### src/design/sel_lex_pkg.sv
// Shared types, token codes and character helpers for the selector lexer.
`timescale 1ns / 1ps
`default_nettype none
package sel_lex_pkg;

  localparam int PositionBitsDefault = 16;
  localparam int KeywordCharsDefault = 7;
  localparam int QueueDepth = 4;

  localparam logic [4:0] K_END    = 5'd0;
  localparam logic [4:0] K_LPAREN = 5'd1;
  localparam logic [4:0] K_RPAREN = 5'd2;
  localparam logic [4:0] K_COMMA  = 5'd3;
  localparam logic [4:0] K_PLUS   = 5'd4;
  localparam logic [4:0] K_MINUS  = 5'd5;
  localparam logic [4:0] K_STAR   = 5'd6;
  localparam logic [4:0] K_SLASH  = 5'd7;
  localparam logic [4:0] K_EQUAL  = 5'd8;
  localparam logic [4:0] K_LESS   = 5'd9;
  localparam logic [4:0] K_NEQ    = 5'd10;
  localparam logic [4:0] K_LSEQ   = 5'd11;
  localparam logic [4:0] K_GRT    = 5'd12;
  localparam logic [4:0] K_GREQ   = 5'd13;
  localparam logic [4:0] K_IDENT  = 5'd14;
  localparam logic [4:0] K_STRING = 5'd15;
  localparam logic [4:0] K_EXACT  = 5'd16;
  localparam logic [4:0] K_APPROX = 5'd17;
  localparam logic [4:0] K_WORD0  = 5'd18;
  localparam logic [4:0] K_ERROR  = 5'd29;

  // Lexer states, one-hot.
  typedef enum logic [18:0] {
    S_START     = 19'h00001,
    S_ERROR     = 19'h00002,
    S_LT        = 19'h00004,
    S_GT        = 19'h00008,
    S_IDENT     = 19'h00010,
    S_QUOTED    = 19'h00020,
    S_QCLOSE    = 19'h00040,
    S_ZERO      = 19'h00080,
    S_DIGIT     = 19'h00100,
    S_HEX_START = 19'h00200,
    S_HEX       = 19'h00400,
    S_OCT       = 19'h00800,
    S_BIN_START = 19'h01000,
    S_BIN       = 19'h02000,
    S_DEC_START = 19'h04000,
    S_DEC       = 19'h08000,
    S_EXP_SIGN  = 19'h10000,
    S_EXP_START = 19'h20000,
    S_EXP       = 19'h40000
  } lex_state_t;

  // One input item after classification, as it waits in the queue.
  typedef struct packed {
    logic [7:0] char_code;
    logic       end_of_text;
    logic       is_digit;
    logic       is_alpha;
    logic       is_xdigit;
    logic       is_space;
    logic [7:0] lower_code;
  } char_item_t;

  function automatic logic [7:0] to_lower(input logic [7:0] c);
    if (c inside {[8'h41:8'h5A]}) begin
      return c + 8'd32;
    end
    return c;
  endfunction

  // Keyword characters, lowercase, padded with zeros to eight.
  function automatic logic [63:0] word_text(input logic [3:0] i);
    case (i)
      4'd0:  return {40'd0, "dna"};
      4'd1:  return {8'd0, "neewteb"};
      4'd2:  return {16'd0, "epacse"};
      4'd3:  return {24'd0, "eslaf"};
      4'd4:  return {48'd0, "ni"};
      4'd5:  return {48'd0, "si"};
      4'd6:  return {32'd0, "ekil"};
      4'd7:  return {40'd0, "ton"};
      4'd8:  return {32'd0, "llun"};
      4'd9:  return {48'd0, "ro"};
      4'd10: return {32'd0, "eurt"};
      default: return 64'd0;
    endcase
  endfunction

  function automatic logic [3:0] word_len(input logic [3:0] i);
    case (i)
      4'd0: return 4'd3;
      4'd1: return 4'd7;
      4'd2: return 4'd6;
      4'd3: return 4'd5;
      4'd4: return 4'd2;
      4'd5: return 4'd2;
      4'd6: return 4'd4;
      4'd7: return 4'd3;
      4'd8: return 4'd4;
      4'd9: return 4'd2;
      4'd10: return 4'd4;
      default: return 4'd0;
    endcase
  endfunction

endpackage
`default_nettype wire

### src/design/sel_lex_front.sv
// Front end: takes characters, classifies them and queues them for the lexer core.
`timescale 1ns / 1ps
`default_nettype none
module sel_lex_front (
  input  wire logic                    clk,
  input  wire logic                    rst,
  input  wire logic                    in_valid,
  output logic                         in_ready,
  input  wire logic [7:0]              char_code,
  input  wire logic                    end_of_text,
  output logic                         q_valid,
  input  wire logic                    q_ready,
  output sel_lex_pkg::char_item_t      q_item
);

  localparam int AW = $clog2(sel_lex_pkg::QueueDepth);

  sel_lex_pkg::char_item_t mem [sel_lex_pkg::QueueDepth];
  logic [AW-1:0] wr_ptr;
  logic [AW-1:0] rd_ptr;
  logic [AW:0]   count;
  logic          push;
  logic          pop;
  sel_lex_pkg::char_item_t item;

  always_comb begin
    item.char_code   = char_code;
    item.end_of_text = end_of_text;
    item.is_digit    = char_code inside {[8'h30:8'h39]};
    item.is_alpha    = (char_code inside {[8'h41:8'h5A]}) || (char_code inside {[8'h61:8'h7A]});
    item.is_xdigit   = item.is_digit || (char_code inside {[8'h41:8'h46]})
                       || (char_code inside {[8'h61:8'h66]});
    item.is_space    = (char_code == 8'h20) || (char_code inside {[8'd9:8'd13]});
    item.lower_code  = sel_lex_pkg::to_lower(char_code);
  end

  assign in_ready = (count != (AW+1)'(sel_lex_pkg::QueueDepth));
  assign q_valid  = (count != '0);
  assign q_item   = mem[rd_ptr];
  assign push     = in_valid && in_ready;
  assign pop      = q_valid && q_ready;

  always_ff @(posedge clk) begin
    if (push) begin
      mem[wr_ptr] <= item;
    end
  end

  always_ff @(posedge clk) begin
    if (rst) begin
      wr_ptr <= '0;
      rd_ptr <= '0;
      count  <= '0;
    end else begin
      if (push) begin
        wr_ptr <= wr_ptr + 1'b1;
      end
      if (pop) begin
        rd_ptr <= rd_ptr + 1'b1;
      end
      count <= count + (AW+1)'(push) - (AW+1)'(pop);
    end
  end

endmodule
`default_nettype wire

### src/design/sel_lex_core.sv
// Lexer core: state machine, keyword match and a two-token output buffer.
`timescale 1ns / 1ps
`default_nettype none
module sel_lex_core #(
  parameter int PositionBits = sel_lex_pkg::PositionBitsDefault,
  parameter int KeywordChars = sel_lex_pkg::KeywordCharsDefault
) (
  input  wire logic                    clk,
  input  wire logic                    rst,
  input  wire logic                    q_valid,
  output logic                         q_ready,
  input  wire sel_lex_pkg::char_item_t q_item,
  output logic                         out_valid,
  input  wire logic                    out_ready,
  output logic [4:0]                   token_kind,
  output logic [15:0]                  token_offset,
  output logic [15:0]                  token_length,
  output logic                         last_of_run
);

  localparam int KW = $clog2(KeywordChars);

  typedef struct packed {
    logic [4:0]  kind;
    logic [15:0] offset;
    logic [15:0] length;
  } token_t;

  sel_lex_pkg::lex_state_t state, state_next;
  logic [PositionBits-1:0] char_position, char_position_next;
  logic [PositionBits-1:0] token_begin, token_begin_next;
  logic [4:0]              pending_kind, pending_kind_next;
  logic [7:0]              word_buffer [KeywordChars];
  logic                    word_too_long, word_too_long_next;
  logic                    quote_is_double, quote_is_double_next;
  logic                    wb_we0, wb_we;
  logic [KW-1:0]           wb_idx;

  // Output buffer: up to two tokens from one character.
  token_t      buf0, buf1;
  logic [1:0]  buf_cnt;
  logic        buf1_last;

  token_t      t0, t1;
  logic [1:0]  n_tok;

  logic [7:0]  c, lc;
  logic        step;
  logic [PositionBits-1:0] p, span;
  logic [4:0]  word_k;
  logic        ident_ch, qch, fd;

  assign c  = q_item.char_code;
  assign lc = q_item.lower_code;
  assign p  = char_position;
  assign span = p - token_begin;
  assign fd = (lc == "f") || (lc == "d");
  assign ident_ch = q_item.is_alpha || q_item.is_digit || (c == "_") || (c == "$")
                    || (c == ".");
  assign qch = quote_is_double ? (c == 8'h22) : (c == 8'h27);

  assign q_ready = (buf_cnt == 2'd0) || ((buf_cnt == 2'd1) && out_ready);
  assign step    = q_valid && q_ready;

  // Keyword compare against the buffered word, lowercased, of length span.
  always_comb begin
    logic        hit;
    logic [63:0] wt;
    word_k = sel_lex_pkg::K_IDENT;
    for (int i = 10; i >= 0; i--) begin
      hit = !word_too_long && (span == PositionBits'(sel_lex_pkg::word_len(4'(i))));
      wt  = sel_lex_pkg::word_text(4'(i));
      for (int j = 0; j < 7; j++) begin
        if (j < int'(sel_lex_pkg::word_len(4'(i)))) begin
          if (sel_lex_pkg::to_lower(word_buffer[j]) != wt[8*j +: 8]) begin
            hit = 1'b0;
          end
        end
      end
      if (hit) begin
        word_k = sel_lex_pkg::K_WORD0 + 5'(i);
      end
    end
  end

  always_comb begin
    sel_lex_pkg::lex_state_t st;
    logic close_with, close_wo, failed, restart;
    logic [4:0] ck;
    state_next           = state;
    char_position_next   = p + 1'b1;
    token_begin_next     = token_begin;
    pending_kind_next    = pending_kind;
    word_too_long_next   = word_too_long;
    quote_is_double_next = quote_is_double;
    wb_we0 = 1'b0;
    wb_we  = 1'b0;
    wb_idx = span[KW-1:0];
    t0 = '0;
    t1 = '0;
    n_tok = 2'd0;
    close_with = 1'b0;
    close_wo   = 1'b0;
    failed     = 1'b0;
    restart    = 1'b0;
    ck = sel_lex_pkg::K_EXACT;
    st = state;

    if (q_item.end_of_text) begin
      n_tok = 2'd1;
      t0 = '{kind: sel_lex_pkg::K_END, offset: 16'(p), length: 16'd0};
      t1 = t0;
      case (state)
        sel_lex_pkg::S_LT: ck = sel_lex_pkg::K_LESS;
        sel_lex_pkg::S_GT: ck = sel_lex_pkg::K_GRT;
        sel_lex_pkg::S_IDENT: ck = word_k;
        sel_lex_pkg::S_QCLOSE: ck = pending_kind;
        sel_lex_pkg::S_ZERO, sel_lex_pkg::S_DIGIT, sel_lex_pkg::S_HEX, sel_lex_pkg::S_BIN,
        sel_lex_pkg::S_OCT: ck = sel_lex_pkg::K_EXACT;
        sel_lex_pkg::S_DEC, sel_lex_pkg::S_EXP: ck = sel_lex_pkg::K_APPROX;
        default: ck = sel_lex_pkg::K_ERROR;
      endcase
      if (!(state == sel_lex_pkg::S_START || state == sel_lex_pkg::S_ERROR)) begin
        n_tok = 2'd2;
        t0 = '{kind: ck, offset: 16'(token_begin), length: 16'(span)};
      end
      state_next           = sel_lex_pkg::S_START;
      char_position_next   = '0;
      token_begin_next     = '0;
      pending_kind_next    = '0;
      word_too_long_next   = 1'b0;
      quote_is_double_next = 1'b0;
    end else begin
      if (state == sel_lex_pkg::S_ZERO) begin
        if (c == ".") st = sel_lex_pkg::S_DEC;
        else if (lc == "x") st = sel_lex_pkg::S_HEX_START;
        else if (lc == "b") st = sel_lex_pkg::S_BIN_START;
        else st = sel_lex_pkg::S_OCT;
      end
      state_next = st;
      if (state != sel_lex_pkg::S_ZERO || st == sel_lex_pkg::S_OCT) begin
        case (st)
          sel_lex_pkg::S_START: restart = 1'b1;
          sel_lex_pkg::S_ERROR: ;
          sel_lex_pkg::S_LT: begin
            if (c == ">") begin close_with = 1'b1; ck = sel_lex_pkg::K_NEQ; end
            else if (c == "=") begin close_with = 1'b1; ck = sel_lex_pkg::K_LSEQ; end
            else begin close_wo = 1'b1; ck = sel_lex_pkg::K_LESS; end
          end
          sel_lex_pkg::S_GT: begin
            if (c == "=") begin close_with = 1'b1; ck = sel_lex_pkg::K_GREQ; end
            else begin close_wo = 1'b1; ck = sel_lex_pkg::K_GRT; end
          end
          sel_lex_pkg::S_IDENT: begin
            if (ident_ch) begin
              if (span < PositionBits'(KeywordChars)) wb_we = 1'b1;
              else word_too_long_next = 1'b1;
            end else begin
              close_wo = 1'b1;
              ck = word_k;
            end
          end
          sel_lex_pkg::S_QUOTED: if (qch) state_next = sel_lex_pkg::S_QCLOSE;
          sel_lex_pkg::S_QCLOSE: begin
            if (qch) state_next = sel_lex_pkg::S_QUOTED;
            else begin close_wo = 1'b1; ck = pending_kind; end
          end
          sel_lex_pkg::S_HEX_START: begin
            if (q_item.is_xdigit) state_next = sel_lex_pkg::S_HEX; else failed = 1'b1;
          end
          sel_lex_pkg::S_HEX: begin
            if (lc == "l") close_with = 1'b1;
            else if (q_item.is_xdigit || c == "_") ;
            else if (lc == "p") state_next = sel_lex_pkg::S_EXP_SIGN;
            else close_wo = 1'b1;
          end
          sel_lex_pkg::S_BIN_START: begin
            if (c == "0" || c == "1") state_next = sel_lex_pkg::S_BIN; else failed = 1'b1;
          end
          sel_lex_pkg::S_BIN: begin
            if (lc == "l") close_with = 1'b1;
            else if (!(c == "0" || c == "1" || c == "_")) close_wo = 1'b1;
          end
          sel_lex_pkg::S_OCT: begin
            if (lc == "l") close_with = 1'b1;
            else if (!((c inside {["0":"7"]}) || c == "_")) close_wo = 1'b1;
          end
          sel_lex_pkg::S_DIGIT: begin
            if (lc == "l") close_with = 1'b1;
            else if (fd) begin close_with = 1'b1; ck = sel_lex_pkg::K_APPROX; end
            else if (q_item.is_digit || c == "_") ;
            else if (c == ".") state_next = sel_lex_pkg::S_DEC;
            else if (lc == "e") state_next = sel_lex_pkg::S_EXP_SIGN;
            else close_wo = 1'b1;
          end
          sel_lex_pkg::S_DEC_START: begin
            if (q_item.is_digit) state_next = sel_lex_pkg::S_DEC; else failed = 1'b1;
          end
          sel_lex_pkg::S_DEC: begin
            ck = sel_lex_pkg::K_APPROX;
            if (q_item.is_digit || c == "_") ;
            else if (lc == "e") state_next = sel_lex_pkg::S_EXP_SIGN;
            else if (fd) close_with = 1'b1;
            else close_wo = 1'b1;
          end
          sel_lex_pkg::S_EXP_SIGN: begin
            if (c == "+" || c == "-") state_next = sel_lex_pkg::S_EXP_START;
            else if (q_item.is_digit) state_next = sel_lex_pkg::S_EXP;
            else failed = 1'b1;
          end
          sel_lex_pkg::S_EXP_START: begin
            if (q_item.is_digit) state_next = sel_lex_pkg::S_EXP; else failed = 1'b1;
          end
          sel_lex_pkg::S_EXP: begin
            ck = sel_lex_pkg::K_APPROX;
            if (!q_item.is_digit) begin
              if (fd) close_with = 1'b1; else close_wo = 1'b1;
            end
          end
          default: begin
            state_next = sel_lex_pkg::S_START;
            restart = 1'b1;
          end
        endcase
      end

      if (close_with) begin
        state_next = sel_lex_pkg::S_START;
        n_tok = 2'd1;
        t0 = '{kind: ck, offset: 16'(token_begin), length: 16'(span + 1'b1)};
      end else if (failed) begin
        state_next = sel_lex_pkg::S_ERROR;
        n_tok = 2'd1;
        t0 = '{kind: sel_lex_pkg::K_ERROR, offset: 16'(token_begin),
               length: 16'(span + 1'b1)};
      end else if (close_wo) begin
        state_next = sel_lex_pkg::S_START;
        n_tok = 2'd1;
        t0 = '{kind: ck, offset: 16'(token_begin), length: 16'(span)};
        restart = 1'b1;
      end

      // Start-of-token handling, possibly right after closing one. K_END in
      // t1.kind marks a character that is not a one-character operator.
      if (restart && !q_item.is_space) begin
        t1 = '{kind: sel_lex_pkg::K_END, offset: 16'(p), length: 16'd1};
        case (c)
          "(": t1.kind = sel_lex_pkg::K_LPAREN;
          ")": t1.kind = sel_lex_pkg::K_RPAREN;
          ",": t1.kind = sel_lex_pkg::K_COMMA;
          "+": t1.kind = sel_lex_pkg::K_PLUS;
          "-": t1.kind = sel_lex_pkg::K_MINUS;
          "*": t1.kind = sel_lex_pkg::K_STAR;
          "/": t1.kind = sel_lex_pkg::K_SLASH;
          "=": t1.kind = sel_lex_pkg::K_EQUAL;
          default: t1.kind = sel_lex_pkg::K_END;
        endcase
        if (t1.kind == sel_lex_pkg::K_END) begin
          token_begin_next = p;
          if (c == "<") state_next = sel_lex_pkg::S_LT;
          else if (c == ">") state_next = sel_lex_pkg::S_GT;
          else if (q_item.is_alpha || c == "_" || c == "$") begin
            wb_we0 = 1'b1;
            word_too_long_next = 1'b0;
            state_next = sel_lex_pkg::S_IDENT;
          end else if (c == 8'h27 || c == 8'h22) begin
            quote_is_double_next = (c == 8'h22);
            pending_kind_next = (c == 8'h22) ? sel_lex_pkg::K_IDENT : sel_lex_pkg::K_STRING;
            state_next = sel_lex_pkg::S_QUOTED;
          end else if (c == "0") state_next = sel_lex_pkg::S_ZERO;
          else if (q_item.is_digit) state_next = sel_lex_pkg::S_DIGIT;
          else if (c == ".") state_next = sel_lex_pkg::S_DEC_START;
          else begin
            t1.kind = sel_lex_pkg::K_ERROR;
            state_next = sel_lex_pkg::S_ERROR;
          end
        end
        if (t1.kind != sel_lex_pkg::K_END) begin
          if (n_tok == 2'd0) begin
            t0 = t1;
            n_tok = 2'd1;
          end else begin
            n_tok = 2'd2;
          end
        end
      end
    end
  end

  always_ff @(posedge clk) begin
    if (step && !q_item.end_of_text) begin
      if (wb_we0) word_buffer[0] <= c;
      else if (wb_we) word_buffer[wb_idx] <= c;
    end
  end

  always_ff @(posedge clk) begin
    if (rst) begin
      state           <= sel_lex_pkg::S_START;
      char_position   <= '0;
      token_begin     <= '0;
      pending_kind    <= '0;
      word_too_long   <= 1'b0;
      quote_is_double <= 1'b0;
    end else if (step) begin
      state           <= state_next;
      char_position   <= char_position_next;
      token_begin     <= token_begin_next;
      pending_kind    <= pending_kind_next;
      word_too_long   <= word_too_long_next;
      quote_is_double <= quote_is_double_next;
    end
  end

  // buf0 is the head; buf1_last marks buf1 as the final token of its step.
  logic head_last;
  always_ff @(posedge clk) begin
    if (rst) begin
      buf_cnt <= 2'd0;
    end else begin
      if (step) begin
        if (n_tok == 2'd0) begin
          if (out_valid && out_ready) buf_cnt <= buf_cnt - 1'b1;
        end else begin
          buf_cnt <= n_tok;
        end
      end else if (out_valid && out_ready) begin
        buf_cnt <= buf_cnt - 1'b1;
      end
    end
  end

  always_ff @(posedge clk) begin
    if (step && n_tok != 2'd0) begin
      buf0      <= t0;
      buf1      <= t1;
      head_last <= (n_tok == 2'd1);
    end else if (out_valid && out_ready && buf_cnt == 2'd2) begin
      buf0      <= buf1;
      head_last <= 1'b1;
    end
  end
  assign buf1_last = 1'b1;

  assign out_valid    = (buf_cnt != 2'd0);
  assign token_kind   = buf0.kind;
  assign token_offset = buf0.offset;
  assign token_length = buf0.length;
  assign last_of_run  = head_last && buf1_last;

endmodule
`default_nettype wire

### src/design/selector_expression_lexer.sv
// Top level of the selector expression lexer.
//
// Input stream: one transaction per character. s_axis_tdata holds char_code,
// s_axis_tuser holds end_of_text (1 = no character, the text has ended).
// Output stream: one transaction per token. m_axis_tdata packs token_kind,
// token_offset and token_length; m_axis_tlast marks the last token caused by
// one input transaction. A character causes zero, one or two tokens; the end
// marker causes the pending token, if any, and then the end token.
// Throughput is one character per cycle while each character yields at most
// one token and the receiver takes each token; a character that yields two
// tokens holds the core while the two-entry token buffer drains. An accepted
// character passes through the classification queue, then the lexer state
// register and token buffer, before its first token appears.
// A four-entry queue separates the character classifier from the lexer core,
// so input keeps flowing briefly while the receiver stalls; once it fills,
// s_axis_tready drops. Reset (rst, synchronous) empties the queue and the
// token buffer and returns the lexer to its start state at position zero.
`timescale 1ns / 1ps
`default_nettype none
module selector_expression_lexer #(
  parameter int PositionBits = sel_lex_pkg::PositionBitsDefault,
  parameter int KeywordChars = sel_lex_pkg::KeywordCharsDefault
) (
  input  wire logic        clk,
  input  wire logic        rst,
  input  wire logic        s_axis_tvalid,
  output logic             s_axis_tready,
  input  wire logic [7:0]  s_axis_tdata,  // [7:0] char_code
  input  wire logic        s_axis_tuser,  // [0] end_of_text
  output logic             m_axis_tvalid,
  input  wire logic        m_axis_tready,
  output logic [39:0]      m_axis_tdata,  // [4:0] kind, [20:5] offset, [36:21] length
  output logic             m_axis_tlast
);

  logic                    q_valid;
  logic                    q_ready;
  sel_lex_pkg::char_item_t q_item;
  logic [4:0]              token_kind;
  logic [15:0]             token_offset;
  logic [15:0]             token_length;

  sel_lex_front u_front (
    .clk         (clk),
    .rst         (rst),
    .in_valid    (s_axis_tvalid),
    .in_ready    (s_axis_tready),
    .char_code   (s_axis_tdata),
    .end_of_text (s_axis_tuser),
    .q_valid     (q_valid),
    .q_ready     (q_ready),
    .q_item      (q_item)
  );

  sel_lex_core #(
    .PositionBits (PositionBits),
    .KeywordChars (KeywordChars)
  ) u_core (
    .clk          (clk),
    .rst          (rst),
    .q_valid      (q_valid),
    .q_ready      (q_ready),
    .q_item       (q_item),
    .out_valid    (m_axis_tvalid),
    .out_ready    (m_axis_tready),
    .token_kind   (token_kind),
    .token_offset (token_offset),
    .token_length (token_length),
    .last_of_run  (m_axis_tlast)
  );

  assign m_axis_tdata = {3'd0, token_length, token_offset, token_kind};

endmodule
`default_nettype wire
### config.mk
export PLATFORM = sky130hd
export DESIGN_NAME = selector_expression_lexer
export DESIGN_NICKNAME = d
export VERILOG_FILES = /design/src/design/sel_lex_pkg.sv /design/src/design/sel_lex_front.sv /design/src/design/sel_lex_core.sv /design/src/design/selector_expression_lexer.sv
export SDC_FILE = /design/constraint.sdc
export NUM_CORES = 1
export LEC_CHECK = 0
export ABC_AREA = 1
export BUFFER_PORTS_ARGS = -buffer_cell sky130_fd_sc_hd__buf_2
export CAP_MARGIN = 20
export CORE_AREA = 4 4 196 179
export CTS_CLUSTER_SIZE = 40
export DETAILED_ROUTE_END_ITERATION = 16
export DIE_AREA = 0 0 200 183
export MAX_ROUTING_LAYER = met4
export PLACE_DENSITY = 0.66
export SLEW_MARGIN = 20
export SYNTH_ARGS = -nofsm -noshare
export SYNTH_HDL_FRONTEND = slang
export SYNTH_SLANG_ARGS = --single-unit
### constraint.sdc
create_clock -name clk -period 10.9 [get_ports clk]
set_input_delay 1.09 -clock clk [delete_from_list [all_inputs] [get_ports clk]]
set_output_delay 1.09 -clock clk [all_outputs]
set_load 0.01 [all_outputs]
==> run summary <==
Gp weighted congestion: 1.11
Max_cap viols: 0
Setup Skew: 0.0182 ns
Final slew viol count: 0
Commonest cells after routing, fill and taps aside: 537 x nand2_1, 339 x nor2_1, 308 x inv_1
Routed wire per std cell: 19.5 um
Worst-path fanout max: 45
Worst slew margin: 24.1%
Drt via density: 5.71
Finished Cell Area: 18000 um2
Die Ht: 183 um
Clock sinks: 246
Worst-path clk slew: 0.06 ns
Cell mode on critical path: nand2_1
N_diodes: 0
I/O Buffers: 52
Initial Util: 49.9%
Peak supply drop: 200 uV
Register area share after synthesis: 41.0%
Hold Crit Class: flip-flop to flip-flop
Final setup fails: 0
First-pass iteration count of the detailed router: 6
Layout cells sized above 1: 8.33%
Die X: 200 um
Post-Place Worst Slack: 4.00 ns
Number of gates resized after cts: 0
Largest net degree at the start of global routing: 46
Routed Antenna Nets: 0
H-tree levels: 1
Pwr/cell area: 251 nW/um2
Yosys reg bits: 246
RSZ-0062 raised after global routing: false
Status: completed
Avg Cell Area, Syn: 7.29 um2
TritonCTS clock tree: built
Setup TNS Final: 0 ns
Worst setup SP type: flip-flop
Static leakage: 0.00773 uW
Pint: 2440 uW
Post-CTS Hold Fix Bufs: 0
1st-iter DRT viols: 1843
Final Hold Viols: 0
Area Growth Syn to Fin: 9.56%
Clk Tree Root Cell: clkbuf_16
Initial antenna violation count: 0
Most common cell after layout, fill and taps aside: nand2_1
DPL Wire Length: 40800 um
Vias in the first global route: 14500
Yosys warns: 0
Core Box Area: 32900 um2
CP Class: flip-flop to flip-flop
Gate power share: 47.2%
Final Cycle Share: 63.4%
Psw: 2080 uW
Die Footprint: 36600 um2
Maximum clock path buffer count: 3
Vias: 15600
Fmax: 0.145 GHz
Sw Ratio: 46.0%
Placed Instance Area: 17000 um2
Max incr delay on CP: 0.65 ns
Fill count: 3181
First-pass GRT wire length: 83000 um
Worst Max-Slew Pin Slew: 1.13 ns
Io pins: 56
Post-Syn Area: 16400 um2
Ys async rst share: 0%
Synth Flop Type: edfxtp_1
Nets: 2352
Gate Count Post-Synth: 2249
Clock power frac: 21.6%
Setup ws final: 3.99 ns
Crit end category: flip-flop
Clk Latency, worst-skew pair: 0.56 ns
GRT Util Overall: 29.8%
WL final: 53300 um
Seq pwr share: 31.3%
Critical Path RT: 10.99 ns
Drt drc: 0
Post-synthesis cell type count: 62
Rows: 63
EDFF count, synth: 180
CTS buffer count: 28
WP data arrival: 7.00 ns
Slowest stage cell, crit path: nand3_1
Post-CTS Setup Inserts: 0
Tmin final: 6.91 ns
Total global routing overflow: 0
## worst paths after layout
check | start | end | slack [ns] | cells after the start
setup / recovery | flip-flop | u_core.token_offset[15]$_DFFE_PP_ | 3.99 | 29
hold / removal | u_front.rd_ptr[0]$_SDFFE_PP0P_ | u_front.rd_ptr[0]$_SDFFE_PP0P_ | 0.48 | 1
setup reg to reg | flip-flop | u_core.token_offset[15]$_DFFE_PP_ | 3.99 | 29
hold reg to reg | u_front.rd_ptr[0]$_SDFFE_PP0P_ | u_front.rd_ptr[0]$_SDFFE_PP0P_ | 0.48 | 1
## through the flow
stage          instances  util [%]  total power (uW)  hold WS, ns
6_report            2739      54.6              4520        0.478
5_1_grt             2739      54.6              4830        0.511
4_1_cts             2739      54.6              4510        0.483
3_5_place_dp        2688      51.8              3520        0.470
3_3_place_gp        2688      51.8              3500        0.463
2_1_floorplan       2251         -              2920        0.436
## area by class of cell
cell class	instances	area [um2]	share of cell area, %
Multi-Input combinational cell	1627	8150	45.4
Sequential cell	246	6730	37.5
Clock inverter	16	188	1.05
Timing Repair Buffer	72	410	2.29
Clock buffer	35	748	4.17
Inverter	321	1210	6.76
Tap cell	422	528	2.94
## kinds of logic after synthesis
logic type,Yosys count,share of synthesized area (%)
AND/OR/NAND/NOR,1309,36.0
XOR/XNOR,19,1.02
flip-flops,246,41.0
buffers and inverters,378,9.50
other,1,0.0229
adder cells (fa/ha/maj),43,3.37
AO/OA/AOI/OAI,253,9.01
## registers in the layout, summed over array words and instances (netlist names), 5 cells and up, named ones only
signal / flops
u_front.mem: 64
u_core.token_kind: 5
u_core.token_begin: 16
u_core.word_buffer: 56
u_core.char_position: 16
u_core.token_length: 16
u_core.token_offset: 16
u_core.buf1: 22
u_core.state: 19
## critical path: cells and delay by family, from the launching register on
kind,cells,cell delay [ns]
adder cells (fa/ha/maj),1,0.38
AND/OR/NAND/NOR,24,4.64
buffers and inverters,4,1.05
flip-flops,1,0.30
## synth_stat cells (9+ instances only)
library cell  number  area (um2)
o21ai_0           69         345
o22ai_1           35         219
nor2_4            12         135
nand2_1          538        2020
nor4_1            16         100
nand3_1          177         886
edfxtp_1         180        5410
nor2_1           340        1280
buf_6             10         113
inv_1            308        1160
a31oi_1            9        56.3
xor2_1            13         114
nand4_1           76         475
nand3b_1          11        82.6
dfxtp_1           66        1320
nor3_1            76         380
buf_2             15        75.1
a21oi_1           91         455
clkbuf_1          23        86.3
a22oi_1           13        97.6
ha_1              41         513
nor2_2            10        62.6
nand2_2           18         113
## power groups by stage
stage               clock network (uW)  registers, uW  logic, uW
CTS                                994           1410       2110
finish                             975           1410       2130
detailed placement                   0           1430       2090
floorplan                            0           1450       1470
global route                      1030           1430       2360
global placement                     0           1430       2070
## per-layer routing
metal	part of all wire [%]	up-vias	routed length (um)	global-route usage, %
met5	0	-	0	-
met4	2.7	0	1430	7.14
met3	11	113	6040	9.57
met2	41	717	21600	40.2
met1	45	7237	24200	43.4
li1	-	7573	-	-
No activity file was read; power rests on OpenSTA's default activity.
